`config.mk`:
```
export PLATFORM = sky130hd
export DESIGN_NAME = escaped_frame_receiver
export DESIGN_NICKNAME = d
export VERILOG_FILES = /design/src/hw/rtl/efr_pkg.sv /design/src/hw/rtl/efr_frame_decoder.sv /design/src/hw/rtl/escaped_frame_receiver.sv
export SDC_FILE = /design/constraint.sdc
export NUM_CORES = 1
export LEC_CHECK = 0
export BUFFER_PORTS_ARGS = -buffer_cell sky130_fd_sc_hd__buf_2
export CORE_UTILIZATION = 30
export DETAILED_ROUTE_END_ITERATION = 10
export GPL_ROUTABILITY_DRIVEN = 0
export SYNTH_ARGS = -nofsm -noshare
export SYNTH_HDL_FRONTEND = slang
export SYNTH_SLANG_ARGS = --single-unit
```
`constraint.sdc`:
```
create_clock -name clock -period 5.7 [get_ports clock]
set_input_delay 0 -clock clock [delete_from_list [all_inputs] [get_ports clock]]
set_output_delay 0 -clock clock [all_outputs]
set_load 0.005 [all_outputs]
```
`src/hw/rtl/efr_pkg.sv`:
```
package efr_pkg;

   // frame size limit in decoded bytes after the type byte, checksum included
   localparam int MaxMessage = 64;
   localparam int CountWidth = $clog2(MaxMessage + 1);

   localparam int ReqDataWidth = 8;
   localparam int RspDataWidth = 24;

   localparam logic [7:0] ResetEndCode           = 8'd192;
   localparam logic [7:0] ResetEscapeCode        = 8'd219;
   localparam logic [7:0] ResetEscapedEndCode    = 8'd220;
   localparam logic [7:0] ResetEscapedEscapeCode = 8'd221;

   typedef enum logic [1:0] {
      KIND_PAYLOAD = 2'd0,
      KIND_GOOD    = 2'd1,
      KIND_CSUM    = 2'd2,
      KIND_LONG    = 2'd3
   } kind_type;

   typedef enum logic [1:0] {
      REG_END_CODE       = 2'd0,
      REG_ESCAPE_CODE    = 2'd1,
      REG_ESCAPED_END    = 2'd2,
      REG_ESCAPED_ESCAPE = 2'd3
   } reg_index_type;

   typedef struct packed {
      logic [7:0] end_code;
      logic [7:0] escape_code;
      logic [7:0] escaped_end_code;
      logic [7:0] escaped_escape_code;
   } codes_type;

   typedef struct packed {
      kind_type   kind;
      logic [7:0] payload_byte;
      logic [7:0] frame_type;
      logic [5:0] payload_length;
   } result_type;

endpackage

```
`src/hw/rtl/efr_frame_decoder.sv`:
```
module efr_frame_decoder (
   input  logic                clock,
   input  logic                reset,
   input  logic                step,
   input  logic [7:0]          line_byte,
   input  efr_pkg::codes_type  codes,
   output logic                result_valid,
   output efr_pkg::result_type result
);
   import efr_pkg::*;

   logic                  escape_pending_ff, escape_pending_in;
   logic                  type_seen_ff, type_seen_in;
   logic [7:0]            type_value_ff, type_value_in;
   logic [7:0]            running_sum_ff, running_sum_in;
   logic [CountWidth-1:0] byte_count_ff, byte_count_in;
   logic [7:0]            held_byte_ff, held_byte_in;
   logic                  discarding_ff, discarding_in;
   logic [7:0]            decoded;

   always_comb begin
      decoded = line_byte;
      if (escape_pending_ff) begin
         if (line_byte == codes.escaped_escape_code) begin
            decoded = codes.escape_code;
         end else if (line_byte == codes.escaped_end_code) begin
            decoded = codes.end_code;
         end
      end
   end

   always_comb begin
      escape_pending_in = escape_pending_ff;
      type_seen_in      = type_seen_ff;
      type_value_in     = type_value_ff;
      running_sum_in    = running_sum_ff;
      byte_count_in     = byte_count_ff;
      held_byte_in      = held_byte_ff;
      discarding_in     = discarding_ff;
      result_valid      = 1'b0;
      result            = '0;
      if (step) begin
         if (discarding_ff) begin
            // drop raw bytes until the next end code
            if (line_byte == codes.end_code) begin
               escape_pending_in = 1'b0;
               type_seen_in      = 1'b0;
               running_sum_in    = '0;
               byte_count_in     = '0;
               discarding_in     = 1'b0;
            end
         end else if (line_byte == codes.escape_code) begin
            escape_pending_in = 1'b1;
         end else if (line_byte == codes.end_code) begin
            escape_pending_in = 1'b0;
            type_seen_in      = 1'b0;
            running_sum_in    = '0;
            byte_count_in     = '0;
            // no report without a type byte and a checksum byte
            if (type_seen_ff && (byte_count_ff != '0)) begin
               result_valid = 1'b1;
               if (running_sum_ff != 8'd0) begin
                  result.kind = KIND_CSUM;
               end else begin
                  result.kind           = KIND_GOOD;
                  result.frame_type     = type_value_ff;
                  result.payload_length = 6'(byte_count_ff - CountWidth'(1));
               end
            end
         end else begin
            escape_pending_in = 1'b0;
            running_sum_in    = running_sum_ff + decoded;
            if (!type_seen_ff) begin
               type_seen_in  = 1'b1;
               type_value_in = decoded;
            end else if (byte_count_ff >= CountWidth'(MaxMessage)) begin
               type_seen_in   = 1'b0;
               running_sum_in = '0;
               byte_count_in  = '0;
               discarding_in  = 1'b1;
               result_valid   = 1'b1;
               result.kind    = KIND_LONG;
            end else begin
               byte_count_in = byte_count_ff + CountWidth'(1);
               held_byte_in  = decoded;
               // the held byte goes out once the next byte shows it was not the checksum
               if (byte_count_ff != '0) begin
                  result_valid        = 1'b1;
                  result.kind         = KIND_PAYLOAD;
                  result.payload_byte = held_byte_ff;
               end
            end
         end
      end
   end

   always_ff @(posedge clock) begin
      if (reset) begin
         escape_pending_ff <= 1'b0;
         type_seen_ff      <= 1'b0;
         running_sum_ff    <= '0;
         byte_count_ff     <= '0;
         discarding_ff     <= 1'b0;
      end else begin
         escape_pending_ff <= escape_pending_in;
         type_seen_ff      <= type_seen_in;
         running_sum_ff    <= running_sum_in;
         byte_count_ff     <= byte_count_in;
         discarding_ff     <= discarding_in;
      end
   end

   always_ff @(posedge clock) begin
      type_value_ff <= type_value_in;
      held_byte_ff  <= held_byte_in;
   end

endmodule

```
`src/hw/rtl/escaped_frame_receiver.sv`:
```
// escaped_frame_receiver: strips escape-coded framing from a byte stream.
// req_ channel: one raw line byte per transaction in req_tdata[7:0].
// rsp_ channel: zero or one result per line byte; rsp_tuser gives the kind
//   (payload byte, frame good, checksum error, frame too long) and rsp_tdata
//   carries payload byte, frame type and payload length.
// csr_ channel: register writes (end code, escape code, escaped end code, escaped escape code);
//   always ready; the user must write only while the block is idle, the block does not enforce it.
// A byte accepted goes into the input register and is decoded into the result
//   register when the result register is free or being emptied.
// Throughput: one byte per cycle while results are taken, set by the single
//   decode step between the input register and the result register; a line
//   byte with no result still passes through that step.
// When the receiver stalls, the result register holds, the input register keeps its byte
//   or takes one if it was empty, and req_tready stays low until a result is taken.
// Reset clears the frame state, restores the default codes and empties both
//   registers; there is no clearing pass.
module escaped_frame_receiver (
   input  logic                             clock,
   input  logic                             reset,
   input  logic                             req_tvalid,
   output logic                             req_tready,
   input  logic [efr_pkg::ReqDataWidth-1:0] req_tdata,   // line_byte
   output logic                             rsp_tvalid,
   input  logic                             rsp_tready,
   // payload_byte [7:0], frame_type [15:8], payload_length [21:16], zero [23:22]
   output logic [efr_pkg::RspDataWidth-1:0] rsp_tdata,
   output logic [1:0]                       rsp_tuser,   // result_kind
   input  logic                             csr_valid,
   output logic                             csr_ready,
   input  efr_pkg::reg_index_type           csr_index,
   input  logic [7:0]                       csr_data
);
   import efr_pkg::*;

   codes_type  codes_ff, codes_in;
   logic       in_valid_ff, in_valid_in;
   logic [7:0] in_byte_ff, in_byte_in;
   logic       rsp_valid_ff, rsp_valid_in;
   result_type rsp_result_ff, rsp_result_in;
   logic       advance;
   logic       dec_valid;
   result_type dec_result;

   assign csr_ready = 1'b1;

   always_comb begin
      codes_in = codes_ff;
      if (csr_valid) begin
         case (csr_index)
            REG_END_CODE:       codes_in.end_code            = csr_data;
            REG_ESCAPE_CODE:    codes_in.escape_code         = csr_data;
            REG_ESCAPED_END:    codes_in.escaped_end_code    = csr_data;
            REG_ESCAPED_ESCAPE: codes_in.escaped_escape_code = csr_data;
            default:            codes_in                     = codes_ff;
         endcase
      end
   end

   // the decode step fires when the input register holds a byte and the result register is free or being emptied
   assign advance    = in_valid_ff && (!rsp_valid_ff || rsp_tready);
   assign req_tready = !in_valid_ff || advance;

   always_comb begin
      in_valid_in = in_valid_ff;
      in_byte_in  = in_byte_ff;
      if (req_tready) begin
         in_valid_in = req_tvalid;
         in_byte_in  = req_tdata[7:0];
      end
      rsp_valid_in  = rsp_valid_ff;
      rsp_result_in = rsp_result_ff;
      if (advance) begin
         rsp_valid_in = dec_valid;
         if (dec_valid) begin
            rsp_result_in = dec_result;
         end
      end else if (rsp_tready) begin
         rsp_valid_in = 1'b0;
      end
   end

   efr_frame_decoder u_decoder (
      .clock        (clock),
      .reset        (reset),
      .step         (advance),
      .line_byte    (in_byte_ff),
      .codes        (codes_ff),
      .result_valid (dec_valid),
      .result       (dec_result)
   );

   always_ff @(posedge clock) begin
      if (reset) begin
         codes_ff.end_code            <= ResetEndCode;
         codes_ff.escape_code         <= ResetEscapeCode;
         codes_ff.escaped_end_code    <= ResetEscapedEndCode;
         codes_ff.escaped_escape_code <= ResetEscapedEscapeCode;
         in_valid_ff                  <= 1'b0;
         rsp_valid_ff                 <= 1'b0;
      end else begin
         codes_ff     <= codes_in;
         in_valid_ff  <= in_valid_in;
         rsp_valid_ff <= rsp_valid_in;
      end
   end

   always_ff @(posedge clock) begin
      in_byte_ff    <= in_byte_in;
      rsp_result_ff <= rsp_result_in;
   end

   assign rsp_tvalid = rsp_valid_ff;
   assign rsp_tuser  = rsp_result_ff.kind;
   assign rsp_tdata  = {2'b00, rsp_result_ff.payload_length,
                        rsp_result_ff.frame_type, rsp_result_ff.payload_byte};

endmodule

```
# After elaboration in Yosys (flattened, before gate mapping)
# Index checks and enable logic that the tools add are counted.
dict set report totals {
  ff_bits 100
  input_bits 23
}
dict set report op_classes {
  n_addsub 3
  order_cmp 1
  eq_ne 9
  n_mux 46
  bitwise_logic 7
  reduce_logical 24
}
# op n
set ops {}
lappend ops {{2-to-1 mux 8 bit} 11}
lappend ops {{2-to-1 mux 7 bit} 6}
lappend ops {{== test 8 bit} 4}
lappend ops {{2-to-1 mux 1 bit} 24}
lappend ops {{AND reduction 2 bit} 6}
lappend ops {{2-to-1 mux 10 bit} 1}
lappend ops {{adder 8 bit} 1}
lappend ops {{2-to-1 mux 2 bit} 4}
lappend ops {{nonzero test 8 bit} 1}
lappend ops {{adder 7 x 1 -> 7 bit (second input constant)} 1}
lappend ops {{greater-or-equal comparator 7 bit (second input constant)} 1}
lappend ops {{inverter 1 bit} 7}
lappend ops {{nonzero test 7 bit} 1}
lappend ops {{AND reduction 6 bit} 1}
lappend ops {{OR reduction 6 bit} 1}
lappend ops {{subtractor 6 x 1 -> 6 bit (second input constant)} 1}
lappend ops {{AND reduction 5 bit} 1}
lappend ops {{OR reduction 5 bit} 1}
lappend ops {{== test 2 bit (second input constant)} 2}
lappend ops {{AND reduction 4 bit} 1}
lappend ops {{AND reduction 3 bit} 1}
lappend ops {{nonzero test 3 bit} 1}
lappend ops {{== test 2 x 1 -> 1 bit (second input constant)} 1}
lappend ops {{logical AND 1 bit} 2}
lappend ops {{7 further kinds} 9}

# Logic depth before layout (Yosys ltp)
dict set report logic_depth {
  depth_word 10
  depth_mapped 17
  mapped_depth_nobuf 15
}

# Hierarchy
# A second synthesis with hierarchy kept.
dict set report hier_totals {
  hier_cells 441
  hier_area_um2 4911.0
}
# mod instances cells_per_inst area_each_um2
set modules_own_cells {}
lappend modules_own_cells {efr_frame_decoder 1 269 2562.5}
lappend modules_own_cells {escaped_frame_receiver 1 172 2348.5}

# Worst setup path before layout
# Ideal clock, no wire load.
dict set report synth_timing {
  path_kind {reg-to-reg}
  start {reg in_byte_ff[1]}
  end {reg u_decoder.running_sum_ff[7]}
  setup_ps 73
  arrival_time_ps 2968
  slack_ps 2659
  path_stages_with_launch 15
  n_path_buf 1
  synth_period_minus_slack_ps 3041
  path_cell_list {edfxtp_1 > buf_6 > xor2_2 > nor4_4 > and2_4 > o21ai_2 > a22o_1 > ha_1 > a21o_1 > a211oi_1 > o21ai_0 > o211ai_1 > o2111ai_1 > a211o_1 > o211ai_2}
}
dict set report synth_via {
  elab_chain_cells 10
  word_cells_on_any_way 16
}
# element line
set synth_lines {}
lappend synth_lines {{from (decl)} escaped_frame_receiver.sv:37} ;# logic [7:0] in_byte_ff, in_byte_in;
lappend synth_lines {{from (signal assigned)} escaped_frame_receiver.sv:108} ;# in_byte_ff <= in_byte_in;
lappend synth_lines {{== test 8 bit} efr_frame_decoder.sv:26} ;# end else if (line_byte == codes.escaped_end_code) begin
lappend synth_lines {{2-to-1 mux 8 bit} efr_frame_decoder.sv:26}
lappend synth_lines {{2-to-1 mux 8 bit} efr_frame_decoder.sv:24} ;# if (line_byte == codes.escaped_escape_code) begin
lappend synth_lines {{2-to-1 mux 8 bit *} efr_frame_decoder.sv:23} ;# if (escape_pending_ff) begin
lappend synth_lines {{net u_decoder.decoded[1]} efr_frame_decoder.sv:19} ;# logic [7:0] decoded;
lappend synth_lines {{adder 8 bit *} efr_frame_decoder.sv:72} ;# running_sum_in = running_sum_ff + decoded;
lappend synth_lines {{2-to-1 mux 8 bit} efr_frame_decoder.sv:76} ;# end else if (byte_count_ff >= CountWidth'(MaxMessage)) begin
lappend synth_lines {{2-to-1 mux 8 bit *} efr_frame_decoder.sv:73} ;# if (!type_seen_ff) begin
lappend synth_lines {{2-to-1 mux 8 bit *} efr_frame_decoder.sv:54} ;# end else if (line_byte == codes.end_code) begin
lappend synth_lines {{2-to-1 mux 8 bit *} efr_frame_decoder.sv:52} ;# end else if (line_byte == codes.escape_code) begin
lappend synth_lines {{2-to-1 mux 8 bit *} efr_frame_decoder.sv:43} ;# if (discarding_ff) begin
lappend synth_lines {{to (signal assigned)} efr_frame_decoder.sv:107} ;# running_sum_ff <= running_sum_in;
lappend synth_lines {{to (decl)} efr_frame_decoder.sv:15} ;# logic [7:0] running_sum_ff, running_sum_in;
# Mark *: on every way through the listed nets, which the timed path passes. The rest lies on a longest branch. The select of a mux whose other input is x is not followed.
# A chain may end at the register's enable or synchronous reset.

# Final worst setup path
# Ends and elaborated chain as after synthesis.

==> run summary <==
The flow ran to the end, and the final reports show no timing, DRC or antenna violations. Once routing completed, OpenROAD measured the worst setup slack at 2.21 ns. The max capacitance violation total was 0; the clock network latency to the later pin of the worst-skew pair was 0.36 ns.

The width of the chip is 128 um. The total power draw came out at 1.53 mW. Derived from the worst setup path, the maximum achievable clock frequency is 286 MHz.

The final cycle utilization of the critical path was 61.2%; the core area was 0.0154 mm2. The mapped cell area is 0.00479 mm2, and the top-area cell type share of the netlist area is 30.1%. Counting the buffers created by CTS gives 9. The sum of overflow across all layers after global routing was 0. Routed signal wires occupy layers up through met4. The critical path launch point type is a flip-flop. Path type of the worst setup path: flip-flop to flip-flop.

Detailed routing placed a total of 491 um of wire on met3. Static leakage: 2.26 nW. Across all register-to-register paths, the minimum setup slack is 2.21 ns. The number of I/O pins is 52. Port buffering added 48 buffers. The worst hold path was traced through 4 stages.

After detailed routing, the average wire length per cell comes to 13.7 um. Growth of design area from synthesis to finish: 16.9%. The number of setup violations in the final report was 0. Sorting the synthesized cells by how often they occur yields sky130_fd_sc_hd__nand2_1 (67), sky130_fd_sc_hd__dfxtp_1 (52), sky130_fd_sc_hd__edfxtp_1 (48).

The tightest min-delay check is of the input port to flip-flop type. The initial utilization of the core area, before any placement, comes to 31.2%. The floorplan has 45 rows. In the synthesized netlist, the number of instances is 447. The minimum clock period after layout is 3.49 ns, and the number of synthesized register bits is 100. The measured slew at the worst slew-check pin was 1.11 ns. The detail-routed via count per cell came out at 4.59. The synthesized design spends more area on one cell type than any other, namely sky130_fd_sc_hd__edfxtp_1.

The power density of the placed cells is 273 mW/mm2, and the first-pass iteration count of the detailed router is 5. Measured in cells, the most critical reg-to-reg path has a length of 13. The peak ir drop on the vdd network is 0.172 mV, and the sequential element share of the synthesized area is 51.8%.

Number of antenna violations at the first check in global routing: 0. Setup repair after global routing left no endpoint under its margin. The worst register-to-register path ends at u_decoder.running_sum_ff[7]. Maximum net fanout on the critical path: 11.

The first global-routing pass estimated 16,000 um of wire. In this run the number of H-tree levels came out at 3. TritonCTS built the clock tree.

Startpoint of the tightest hold check path: rsp_tready. The mean area per synthesized cell was 10.7 um2. The start of the worst register-to-register path is in_byte_ff[1]. The aggregate negative setup slack was 0 ns; the number of endpoints with negative hold slack in the final report was 0.

After the last flow step, the layout net total stands at 532. The total detailed-routing wirelength was 9790 um; the post-CTS clock slew at the launch and capture registers of the worst setup and hold paths was 0.07 ns. The number of clock sinks was 100; the number of flops mapped to enable cells by yosys was 48.

Entering global routing, the biggest net connects 41 pins. For the worst setup path, the data required time is 5.98 ns. Most used standard cell by instance count after synthesis: sky130_fd_sc_hd__nand2_1.

The post-route DRC violation count was 0. The tools report the post-CTS repair timing setup buffer count as 0. In the final routing, the length of wire on met1 measures 4550 um. The primary flip-flop cell chosen by synthesis mapping is sky130_fd_sc_hd__dfxtp_1. The run gives 3.77 ns as the worst path arrival time. The share of layout cells above drive strength 1 was 17.3%; the number of antenna-violating nets in the routed design was 0. By area the synthesized netlist is led by sky130_fd_sc_hd__edfxtp_1 (30%), sky130_fd_sc_hd__dfxtp_1 (22%), sky130_fd_sc_hd__nand2_1 (5.2%). Clock tree root buffer cell: sky130_fd_sc_hd__clkbuf_16. Between clock sinks in the finished design, the worst skew comes to 0.00983 ns.

Number of buffers between clock root and the deepest sink: 2. The async set or reset register ratio after synthesis was 0%. The worst pin sits at a relative slew slack of 26.2%. The tools report the count of final max-slew check failures as 0. Across all layers, the routed design uses 3,277 vias. For the DRC marker count from the first detailed-route iteration, the log shows 153. Counting the fill cells in the layout gives 1,528. The area enclosed by the die boundary is 0.0165 mm2, and the length of routed met2 wiring is 4580 um. Across all hold checks on the routed design, the worst slack comes to 0.00669 ns. For this run, the total global-route usage over all layers was measured as 12.7%.

The number of warning messages in the yosys log was 0. The worst setup path is captured at a flip-flop. Timing analysis after detailed placement gives a worst setup slack of 2.23 ns. The repair_antennas step left the layout with diodes totalling 0.

Worst hold path endpoint: in_valid_ff. The via count of the first global-routing pass is 3,123. For the placed wire-length estimate, the log shows 7310 um.

The vertical extent of the die is 128 um, and the post-synthesis cell type count is 57. Tracing the worst setup path back leads to its startpoint at in_byte_ff[1].
registers in the layout, indices dropped and copies added, names as in the netlist, 2 cells and up:
| register | cells |
|---|---|
| rsp_tdata | 22 |
| u_decoder.type_value_ff | 8 |
| u_decoder.running_sum_ff | 8 |
| in_byte_ff | 8 |
| rsp_tuser | 2 |
| codes_ff | 32 |
| u_decoder.byte_count_ff | 7 |
| u_decoder.held_byte_ff | 8 |
cells by family (layout without fill, tap and decap cells):
kind of cell / after synthesis / count (layout) / synth area share (%)
adders and majority gates: 11 / 11 / 3.03
buffers and inverters: 37 / 92 / 4.36
other: 2 / 3 / 0.157
muxes: 6 / 6 / 1.25
xor gates and xnor gates: 46 / 46 / 9.19
DFF: 100 / 100 / 51.8
AOI/OAI and AO/OA: 66 / 66 / 10.3
and+or+nand+nor: 179 / 179 / 19.9
layout by cell type, fill, tap and decap left out, drive strengths merged, types with 10 or more instances in the layout:
| cell type | synthesis | final |
|---|---|---|
| xor2 | 33 | 33 |
| ha | 10 | 10 |
| a22o | 16 | 16 |
| dlygate4sd3 | 0 | 17 |
| buf | 15 | 49 |
| nand3 | 10 | 10 |
| nand3b | 18 | 18 |
| edfxtp | 48 | 48 |
| dfxtp | 52 | 52 |
| and2 | 19 | 19 |
| inv | 10 | 13 |
| nand2 | 67 | 67 |
| nor2 | 33 | 33 |
| xnor2 | 13 | 13 |
| o21ai | 12 | 12 |
| a21oi | 15 | 15 |
cell type report:
| type | instances | area [um2] | area share (%) |
|---|---|---|---|
| flip-flops and latches | 100 | 2480 | 44.3 |
| multi-input cells | 311 | 2110 | 37.6 |
| repair buffers | 66 | 418 | 7.46 |
| well taps | 211 | 264 | 4.71 |
| clock buffers | 9 | 225 | 4.02 |
| clock inverters | 7 | 67.6 | 1.21 |
| inverters | 10 | 37.5 | 0.670 |
critical path, stage by stage (launching register included):
cell	delay [ns]
sky130_fd_sc_hd__edfxtp_1	0.54
sky130_fd_sc_hd__xor2_2	0.22
sky130_fd_sc_hd__nor4_4	0.32
sky130_fd_sc_hd__and2_4	0.27
sky130_fd_sc_hd__o21ai_2	0.15
sky130_fd_sc_hd__a22o_1	0.33
sky130_fd_sc_hd__ha_1	0.31
sky130_fd_sc_hd__a21o_1	0.17
sky130_fd_sc_hd__a211oi_1	0.28
sky130_fd_sc_hd__o21ai_0	0.14
sky130_fd_sc_hd__o211ai_1	0.14
sky130_fd_sc_hd__o2111ai_1	0.17
sky130_fd_sc_hd__a211o_1	0.33
sky130_fd_sc_hd__o211ai_2	0.07
per-stage QoR:
step                util [%]  cells  cell area, um2
floorplan                  -    448            4800
finish                  36.5    714            5600
CTS                     36.5    714            5600
detailed placement      33.4    681            5140
global placement        33.4    681            5140
global route            36.5    714            5600
power breakdown:
part           switching (mW)  internal [mW]  leakage (nW)  total (mW)
Sequential             0.0255          0.772         0.929       0.798
Clock                   0.291          0.307         0.142       0.599
Combinational          0.0709         0.0599          1.19       0.131
worst max path at each step:
| stage | depth (start not counted) | end | slack, ns |
|---|---|---|---|
| floorplan | 14 | u_decoder.running_sum_ff[7] | 2.66 |
| global placement | 13 | u_decoder.running_sum_ff[7] | 2.29 |
| detailed placement | 13 | u_decoder.running_sum_ff[7] | 2.23 |
| CTS | 13 | u_decoder.running_sum_ff[7] | 2.19 |
| global route | 13 | u_decoder.running_sum_ff[7] | 1.97 |
| finish | 13 | u_decoder.running_sum_ff[7] | 2.21 |
per-layer routing:
metal | up-vias | GRT usage (%)
li1 | 1643 | -
met1 | 1539 | 15.7
met2 | 83 | 21.2
met3 | 12 | 3.28
met4 | 0 | 4.57
met5 | - | 0
timing repair:
| item | CTS | global route |
|---|---|---|
| hold buffers | 17 | 0 |
| hold endpoints to repair | 41 | 0 |
| resized for setup | 0 | 0 |
(Power assumes the default switching activity.)
